$ cat src/sv/assert_macros.svh
// Assertion macros for the literal pool find-or-insert RTL
`ifndef ASSERT_MACROS_SVH
`define ASSERT_MACROS_SVH

// Condition holds at every clock edge out of reset
`define ASSERT_ALWAYS(label, clk, rst_n, cond) \
  label: assert property (@(posedge clk) disable iff (!rst_n) (cond)) \
    else $error("assertion failed");

// Antecedent implies consequent in the same cycle
`define ASSERT_IMPL(label, clk, rst_n, ante, cons) \
  label: assert property (@(posedge clk) disable iff (!rst_n) (ante) |-> (cons)) \
    else $error("assertion failed");

// Antecedent implies consequent in the following cycle
`define ASSERT_NEXT(label, clk, rst_n, ante, cons) \
  label: assert property (@(posedge clk) disable iff (!rst_n) (ante) |=> (cons)) \
    else $error("assertion failed");

`endif

$ cat src/sv/lpfi_pkg.sv
// Package: widths and defaults for the literal pool find-or-insert block
package lpfi_pkg;

  localparam int POOL_DEPTH_DEF = 64;
  localparam int VALUE_W        = 32;
  localparam int INDEX_W        = 6;
  localparam int IN_TDATA_W     = 32;
  localparam int OUT_TDATA_W    = 8;

endpackage

$ cat src/sv/literal_pool_find_or_insert.sv
// Sequence: accept the request, scan up to entry_count entries, then post the result.
// The scan reads one entry per cycle through the single read port; an empty pool skips it.
// A new request is accepted only in idle, after the previous one has posted its result.
// Requests are taken while an earlier result waits; a second result stalls until it drains.
// Reset (rst_n, synchronous, active low) clears the entry count and control state;
// pool memory contents are not cleared, only entries below the count are compared.
module literal_pool_find_or_insert #(
  parameter int POOL_DEPTH = lpfi_pkg::POOL_DEPTH_DEF
) (
  input  logic                              clk,
  input  logic                              rst_n,
  input  logic                              in_tvalid,
  output logic                              in_tready,
  input  logic [lpfi_pkg::IN_TDATA_W-1:0]   in_tdata,   // [31:0] lookup_value
  output logic                              out_tvalid,
  input  logic                              out_tready,
  output logic [lpfi_pkg::OUT_TDATA_W-1:0]  out_tdata   // [5:0] entry_index, [6] is_new,
                                                        // [7] table_full
);

  import lpfi_pkg::*;
`include "assert_macros.svh"

  localparam int IDX_W = (POOL_DEPTH > 1) ? $clog2(POOL_DEPTH) : 1;
  localparam int CNT_W = $clog2(POOL_DEPTH + 1);
  localparam logic [CNT_W-1:0] CNT_FULL = CNT_W'(POOL_DEPTH);

  localparam logic [1:0] ST_IDLE = 2'd0;
  localparam logic [1:0] ST_SCAN = 2'd1;
  localparam logic [1:0] ST_DONE = 2'd2;

  logic [VALUE_W-1:0] pool_mem [POOL_DEPTH];

  logic [1:0]         state_r,    state_nxt;
  logic [CNT_W-1:0]   count_r,    count_nxt;
  logic [CNT_W-1:0]   scan_cnt_r, scan_cnt_nxt;
  logic               cmp_vld_r,  cmp_vld_nxt;
  logic [IDX_W-1:0]   cmp_idx_r,  cmp_idx_nxt;
  logic [VALUE_W-1:0] value_r,    value_nxt;
  logic [VALUE_W-1:0] rd_data_r;
  logic [IDX_W-1:0]   res_idx_r,  res_idx_nxt;
  logic               res_new_r,  res_new_nxt;
  logic               res_full_r, res_full_nxt;
  logic               out_tvalid_r, out_tvalid_nxt;
  logic [IDX_W-1:0]   out_idx_r,  out_idx_nxt;
  logic               out_new_r,  out_new_nxt;
  logic               out_full_r, out_full_nxt;

  logic               match;
  logic               pool_full;
  logic               out_free;
  logic               mem_we;
  logic [IDX_W-1:0]   rd_addr;
  logic [IDX_W-1:0]   wr_addr;
  logic [IDX_W+INDEX_W-1:0] idx_ext;

  assign match     = cmp_vld_r && (rd_data_r == value_r);
  assign pool_full = (count_r == CNT_FULL);
  assign out_free  = !out_tvalid_r || out_tready;
  assign rd_addr   = scan_cnt_r[IDX_W-1:0];
  assign wr_addr   = count_r[IDX_W-1:0];
  assign mem_we    = (state_r == ST_DONE) && out_free && res_new_r;

  assign in_tready  = (state_r == ST_IDLE);
  assign out_tvalid = out_tvalid_r;
  assign idx_ext    = {{INDEX_W{1'b0}}, out_idx_r};
  assign out_tdata  = {out_full_r, out_new_r, idx_ext[INDEX_W-1:0]};

  always_comb begin
    state_nxt      = state_r;
    count_nxt      = count_r;
    scan_cnt_nxt   = scan_cnt_r;
    cmp_vld_nxt    = 1'b0;
    cmp_idx_nxt    = cmp_idx_r;
    value_nxt      = value_r;
    res_idx_nxt    = res_idx_r;
    res_new_nxt    = res_new_r;
    res_full_nxt   = res_full_r;
    out_tvalid_nxt = out_tvalid_r && !out_tready;
    out_idx_nxt    = out_idx_r;
    out_new_nxt    = out_new_r;
    out_full_nxt   = out_full_r;

    unique case (state_r)
      ST_IDLE: begin
        if (in_tvalid) begin
          value_nxt    = in_tdata[VALUE_W-1:0];
          scan_cnt_nxt = '0;
          if (count_r == '0) begin
            res_idx_nxt  = '0;
            res_new_nxt  = 1'b1;
            res_full_nxt = 1'b0;
            state_nxt    = ST_DONE;
          end else begin
            state_nxt = ST_SCAN;
          end
        end
      end
      ST_SCAN: begin
        if (match) begin
          res_idx_nxt  = cmp_idx_r;
          res_new_nxt  = 1'b0;
          res_full_nxt = 1'b0;
          state_nxt    = ST_DONE;
        end else if (scan_cnt_r == count_r) begin
          res_idx_nxt  = pool_full ? '0 : wr_addr;
          res_new_nxt  = !pool_full;
          res_full_nxt = pool_full;
          state_nxt    = ST_DONE;
        end else begin
          cmp_vld_nxt  = 1'b1;
          cmp_idx_nxt  = rd_addr;
          scan_cnt_nxt = scan_cnt_r + 1'b1;
        end
      end
      ST_DONE: begin
        if (out_free) begin
          out_tvalid_nxt = 1'b1;
          out_idx_nxt    = res_idx_r;
          out_new_nxt    = res_new_r;
          out_full_nxt   = res_full_r;
          if (res_new_r) begin
            count_nxt = count_r + 1'b1;
          end
          state_nxt = ST_IDLE;
        end
      end
      default: begin
        state_nxt = ST_IDLE;
      end
    endcase
  end

  always_ff @(posedge clk) begin
    if (!rst_n) begin
      state_r      <= ST_IDLE;
      count_r      <= '0;
      cmp_vld_r    <= 1'b0;
      out_tvalid_r <= 1'b0;
    end else begin
      state_r      <= state_nxt;
      count_r      <= count_nxt;
      cmp_vld_r    <= cmp_vld_nxt;
      out_tvalid_r <= out_tvalid_nxt;
    end
  end

  always_ff @(posedge clk) begin
    scan_cnt_r <= scan_cnt_nxt;
    cmp_idx_r  <= cmp_idx_nxt;
    value_r    <= value_nxt;
    res_idx_r  <= res_idx_nxt;
    res_new_r  <= res_new_nxt;
    res_full_r <= res_full_nxt;
    out_idx_r  <= out_idx_nxt;
    out_new_r  <= out_new_nxt;
    out_full_r <= out_full_nxt;
  end

  // pool memory: one write port, one registered read port
  always_ff @(posedge clk) begin
    if (mem_we) begin
      pool_mem[wr_addr] <= value_r;
    end
    rd_data_r <= pool_mem[rd_addr];
  end

  `ASSERT_ALWAYS(a_count_bound, clk, rst_n, count_r <= CNT_FULL)
  `ASSERT_IMPL(a_cmp_in_scan, clk, rst_n, cmp_vld_r, state_r == ST_SCAN)
  `ASSERT_IMPL(a_flags_excl, clk, rst_n, out_tvalid_r, !(out_new_r && out_full_r))
  `ASSERT_NEXT(a_append_count, clk, rst_n, mem_we, count_r == $past(count_r) + 1'b1)

endmodule
$ cat config.mk
export PLATFORM = sky130hd
export DESIGN_NAME = literal_pool_find_or_insert
export DESIGN_NICKNAME = d
export VERILOG_FILES = /design/src/sv/lpfi_pkg.sv /design/src/sv/literal_pool_find_or_insert.sv
export VERILOG_INCLUDE_DIRS = /design/src /design/src/sv
export SDC_FILE = /design/constraint.sdc
export NUM_CORES = 2
export LEC_CHECK = 0
export BUFFER_PORTS_ARGS = -buffer_cell sky130_fd_sc_hd__buf_2
export CAP_MARGIN = 20
export CORE_MARGIN = 2
export CORE_UTILIZATION = 38
export CTS_CLUSTER_DIAMETER = 120
export CTS_CLUSTER_SIZE = 25
export DETAILED_ROUTE_END_ITERATION = 7
export GPL_TIMING_DRIVEN = 0
export SETUP_SLACK_MARGIN = 0.2
export SLEW_MARGIN = 15
export SYNTH_ARGS = -nofsm -noshare
export SYNTH_HDL_FRONTEND = slang
export SYNTH_SLANG_ARGS = --single-unit
$ cat constraint.sdc
create_clock -name clk -period 6.6 [get_ports clk]
set_input_delay 0 -clock clk [delete_from_list [all_inputs] [get_ports clk]]
set_output_delay 0 -clock clk [all_outputs]
set_load 0.005 [all_outputs]
==> flow_metrics.py <==
metrics = {
    "worst_setup_path": {
        "regToRegEndpoint": "rd_data_r[15]",
        "critical_path.top_delay_family": "buffers and inverters",
        "crit_fanout": 10,
        "cp_slowest_stage_delay_ps": 1000,
        "timing.critical_path.to_type": "flip-flop",
        "start_kind": "flip-flop",
        "worst-setup-path-type": "flip-flop to flip-flop",
        "ff2ff_path_depth": 9,
        "cp_cell_sequence": "buf_4 -> buf_2 -> nor2_1 -> clkbuf_1 -> clkbuf_1 -> a22oi_1 -> a21oi_1 -> a31oi_1 -> a221oi_1",
        "critical_path.n_buffers_inverters": 4,
        "worstPathArrival_ps": 5370,
        "worst_ep_required_time_ps": 7260,
        "critical_path.reg2reg.startpoint": "scan_cnt_r[2]",
        "worst_setup_path_startpoint": "scan_cnt_r[2]",
        "cpMostUsedCell": "sky130_fd_sc_hd__clkbuf_1",
        "slowest_stage": "sky130_fd_sc_hd__a21oi_1",
        "worst_case_register_to_register_setup_slack_ps": 1880,
    },
    "routing": {
        "vias": 41800,
        "wl_per_cell_um": 35.5,
        "route.antenna.remaining_nets": 0,
        "post-route-drc-count": 0,
        "met1_length_um": 93700,
        "drt-initial-drc-count": 6501,
        "drt_pre_antenna_iters": 7,
        "detail_route.vias_per_cell": 6.00,
        "wl_met3_um": 26600,
        "max_layer_used": "met5",
        "drt-total-wl_um": 248000,
        "met2_length_um": 115000,
    },
    "logic_synthesis": {
        "syn_avg_cell_area_um2": 22.6,
        "synth_sequential_area_ratio": 0.785,
        "syn_nets": 3663,
        "syn-instance-count": 3624,
        "yosysWarnings": 0,
        "syn-cell-area_mm2": 0.0817,
        "ys.flop_type": "sky130_fd_sc_hd__edfxtp_1",
        "synth_edf_count": 2109,
        "ys_types": 56,
        "synth-seq-cells": 2152,
        "postSynth.asyncResetShare": 0,
    },
    "sta": {
        "timing.setup.tns_ps": 0,
        "worst_pin_slew_ps": 1290,
        "postLayoutSetupSlackWorst_ps": 1880,
        "final-max-slew-violation-count": 0,
        "fin_hold_ws_ps": 91.3,
        "report.final.setup_viol": 0,
        "max_freq_mhz": 212,
        "final.min_clock_period_ps": 4720,
        "grt_setup_unrepaired": "false",
        "timing.clock.skew_ps": 66.9,
        "slew-limit-headroom": 0.142,
        "final-hold-violation-count": 0,
        "min_period_over_period": 0.715,
    },
    "clock_tree": {
        "cts_made_buffers": 97,
        "cts.htree.levels": 3,
        "tritoncts": "built",
        "clockRootBuffer": "sky130_fd_sc_hd__clkbuf_16",
        "clk-insertion-delay-late_ps": 790,
        "cts.clk_slew.worst_paths_ps": 100,
        "postCtsSetupRepairBufs": 0,
        "tritoncts_num_sinks": 2152,
        "postCtsHoldBufs": 67,
        "clockBufferDepth": 3,
        "cts_resized": 0,
    },
    "global_route": {
        "grt_max_degree": 35,
        "grt_first_pass_wirelength_um": 337000,
        "grt_antenna_before_repair": 6,
        "grt_overflow": 0,
        "via_count_of_the_first_global_routing_pass": 40900,
        "gr-usage-all-layers": 0.224,
    },
    "pwr": {
        "powerDensity_mw_per_mm2": 287,
        "vdd.ir_drop.worst_mv": 0.232,
        "power.static_leakage_uw": 0.0285,
    },
    "hold_path": {
        "min_delay_path_depth": 3,
        "min_path_type": "input port to flip-flop",
        "min-delay-start": "rst_n",
        "hold_end": "count_r[5]",
    },
    "floorplan": {
        "floorplan.die_area_mm2": 0.219,
        "placeableCoreArea_mm2": 0.214,
        "placement_rows": 170,
        "boundaryPins": 46,
        "floorplan.initialDensity": 0.382,
        "die_height_um": 468,
        "die_width_um": 468,
    },
    "place": {
        "dp_worst_setup_slack_ps": 2140,
        "hpwlAfterDp_um": 172000,
        "place.port_buffers": 45,
        "place_congestion": 0.916,
    },
    "layout": {
        "multi_input_comb_area_mm2": 0.0168,
        "fillCellCount": 17800,
        "drive_gt1_frac": 0.262,
        "syn2layout_area_growth_pct": 15.3,
        "register_area_mm2": 0.0642,
        "finalNetCount": 4090,
    },
    "run_status": {
        "run_status": "completed",
    },
    "flow_run": {
        "max_cap_viol_count": 0,
    },
}
## cells in the mapped netlist, drive strengths merged (2+ instances only)
cell | instances | area (um2)
nand3b | 5 | 41.3
o21ai | 7 | 35.0
dfxtp | 43 | 861
clkbuf | 62 | 233
a21oi | 42 | 210
or2 | 7 | 43.8
o22a | 10 | 87.6
buf | 139 | 983
nand2b | 16 | 100
or3 | 5 | 31.3
nor2b | 19 | 119
and4 | 2 | 17.5
ha | 3 | 37.5
nor3 | 31 | 155
inv | 3 | 11.3
o211ai | 3 | 22.5
a211oi | 16 | 120
o21a | 4 | 30.0
edfxtp | 2109 | 63300
a221oi | 31 | 272
nand2 | 39 | 149
mux4 | 489 | 11000
nor4b | 2 | 17.5
or3b | 2 | 17.5
or4 | 12 | 90.1
o221ai | 9 | 78.8
nor4 | 4 | 25.0
xor2 | 19 | 166
mux2 | 21 | 236
mux2i | 87 | 871
a22o | 15 | 131
a22oi | 69 | 518
a2111oi | 12 | 105
a31oi | 13 | 81.3
nand4 | 11 | 68.8
and2 | 6 | 37.5
o41ai | 4 | 35.0
o22ai | 77 | 482
nor2 | 121 | 454
a21o | 2 | 15.0
a311o | 2 | 20.0
nand3 | 18 | 90.1
xnor2 | 28 | 245
## cell type report
cell class / count / area share
clock inverter: 6 / 0.000797
buffer: 201 / 0.0130
inverter: 3 / 0.000119
multi-input combinational: 1268 / 0.178
tap: 2838 / 0.0377
timing repair buffer: 328 / 0.0596
antenna: 2 / 0.0000531
sequential: 2152 / 0.681
clock buffer: 167 / 0.0291
## report_power, final
part / internal (uW) / switching, uW / total (uW)
Sequential: 15400 / 170 / 15500
Clock: 2880 / 4210 / 7090
Combinational: 1610 / 2830 / 4440
## worst max path at each step
stage | endpoint | depth (start not counted)
finish | rd_data_r[15] | 9
CTS | rd_data_r[19] | 9
global placement | pool_mem[32][0] | 6
detailed placement | rd_data_r[19] | 9
floorplan | res_full_r | 5
global route | rd_data_r[15] | 8
## state kept, by name, indices dropped and copies added, names as in the netlist
register	count
out_full_r	1
count_r	7
scan_cnt_r	7
res_new_r	1
out_new_r	1
res_full_r	1
res_idx_r	6
cmp_vld_r	1
state_r	2
out_idx_r	6
value_r	32
cmp_idx_r	6
out_tvalid	1
pool_mem	2048
rd_data_r	32
## cells by family (layout without fill, tap and decap cells)
logic type | Yosys count | in the layout | synth area share
DFF | 2152 | 2152 | 0.785
buffers and inverters | 204 | 705 | 0.0150
muxes | 597 | 597 | 0.148
AOI/OAI and AO/OA | 319 | 319 | 0.0277
xor gates and xnor gates | 47 | 47 | 0.00504
adders and majority gates | 3 | 3 | 0.000459
other | 0 | 2 | 0
and+or+nand+nor | 302 | 302 | 0.0180
## stage by stage
stage,utilization,cell area [um2],total power (uW),std cells
global route,0.440,94200,27700,6964
finish,0.440,94200,27100,6965
CTS,0.440,94200,27000,6960
global placement,0.399,85500,19900,6507
floorplan,-,81700,18200,3624
detailed placement,0.424,90700,20200,6720
## placed cells by master, fill, tap and decap left out, types with 67 or more instances in the layout
cell / synthesis / routed
sky130_fd_sc_hd__a22oi_1: 69 / 69
sky130_fd_sc_hd__buf_16: 0 / 111
sky130_fd_sc_hd__buf_2: 53 / 99
sky130_fd_sc_hd__buf_8: 2 / 71
sky130_fd_sc_hd__clkbuf_1: 62 / 124
sky130_fd_sc_hd__clkbuf_16: 0 / 99
sky130_fd_sc_hd__dlygate4sd3_1: 0 / 67
sky130_fd_sc_hd__edfxtp_1: 2109 / 2109
sky130_fd_sc_hd__mux2i_1: 87 / 87
sky130_fd_sc_hd__mux4_2: 486 / 486
sky130_fd_sc_hd__o22ai_1: 77 / 77
## worst register-to-register path, cell delays in order, from the launching register on
cell	delay, ps
sky130_fd_sc_hd__edfxtp_1	420
sky130_fd_sc_hd__buf_4	220
sky130_fd_sc_hd__buf_2	230
sky130_fd_sc_hd__nor2_1	200
sky130_fd_sc_hd__clkbuf_1	970
sky130_fd_sc_hd__clkbuf_1	740
sky130_fd_sc_hd__a22oi_1	360
sky130_fd_sc_hd__a21oi_1	1000
sky130_fd_sc_hd__a31oi_1	80
sky130_fd_sc_hd__a221oi_1	390
## routing by layer
metal	up-vias	track usage
li1	16200	-
met3	483	0.0604
met1	22600	0.298
met2	2508	0.351
met4	6	0.0908
met5	-	0.00351
Note: power is estimated with default switching activity, not from simulation.
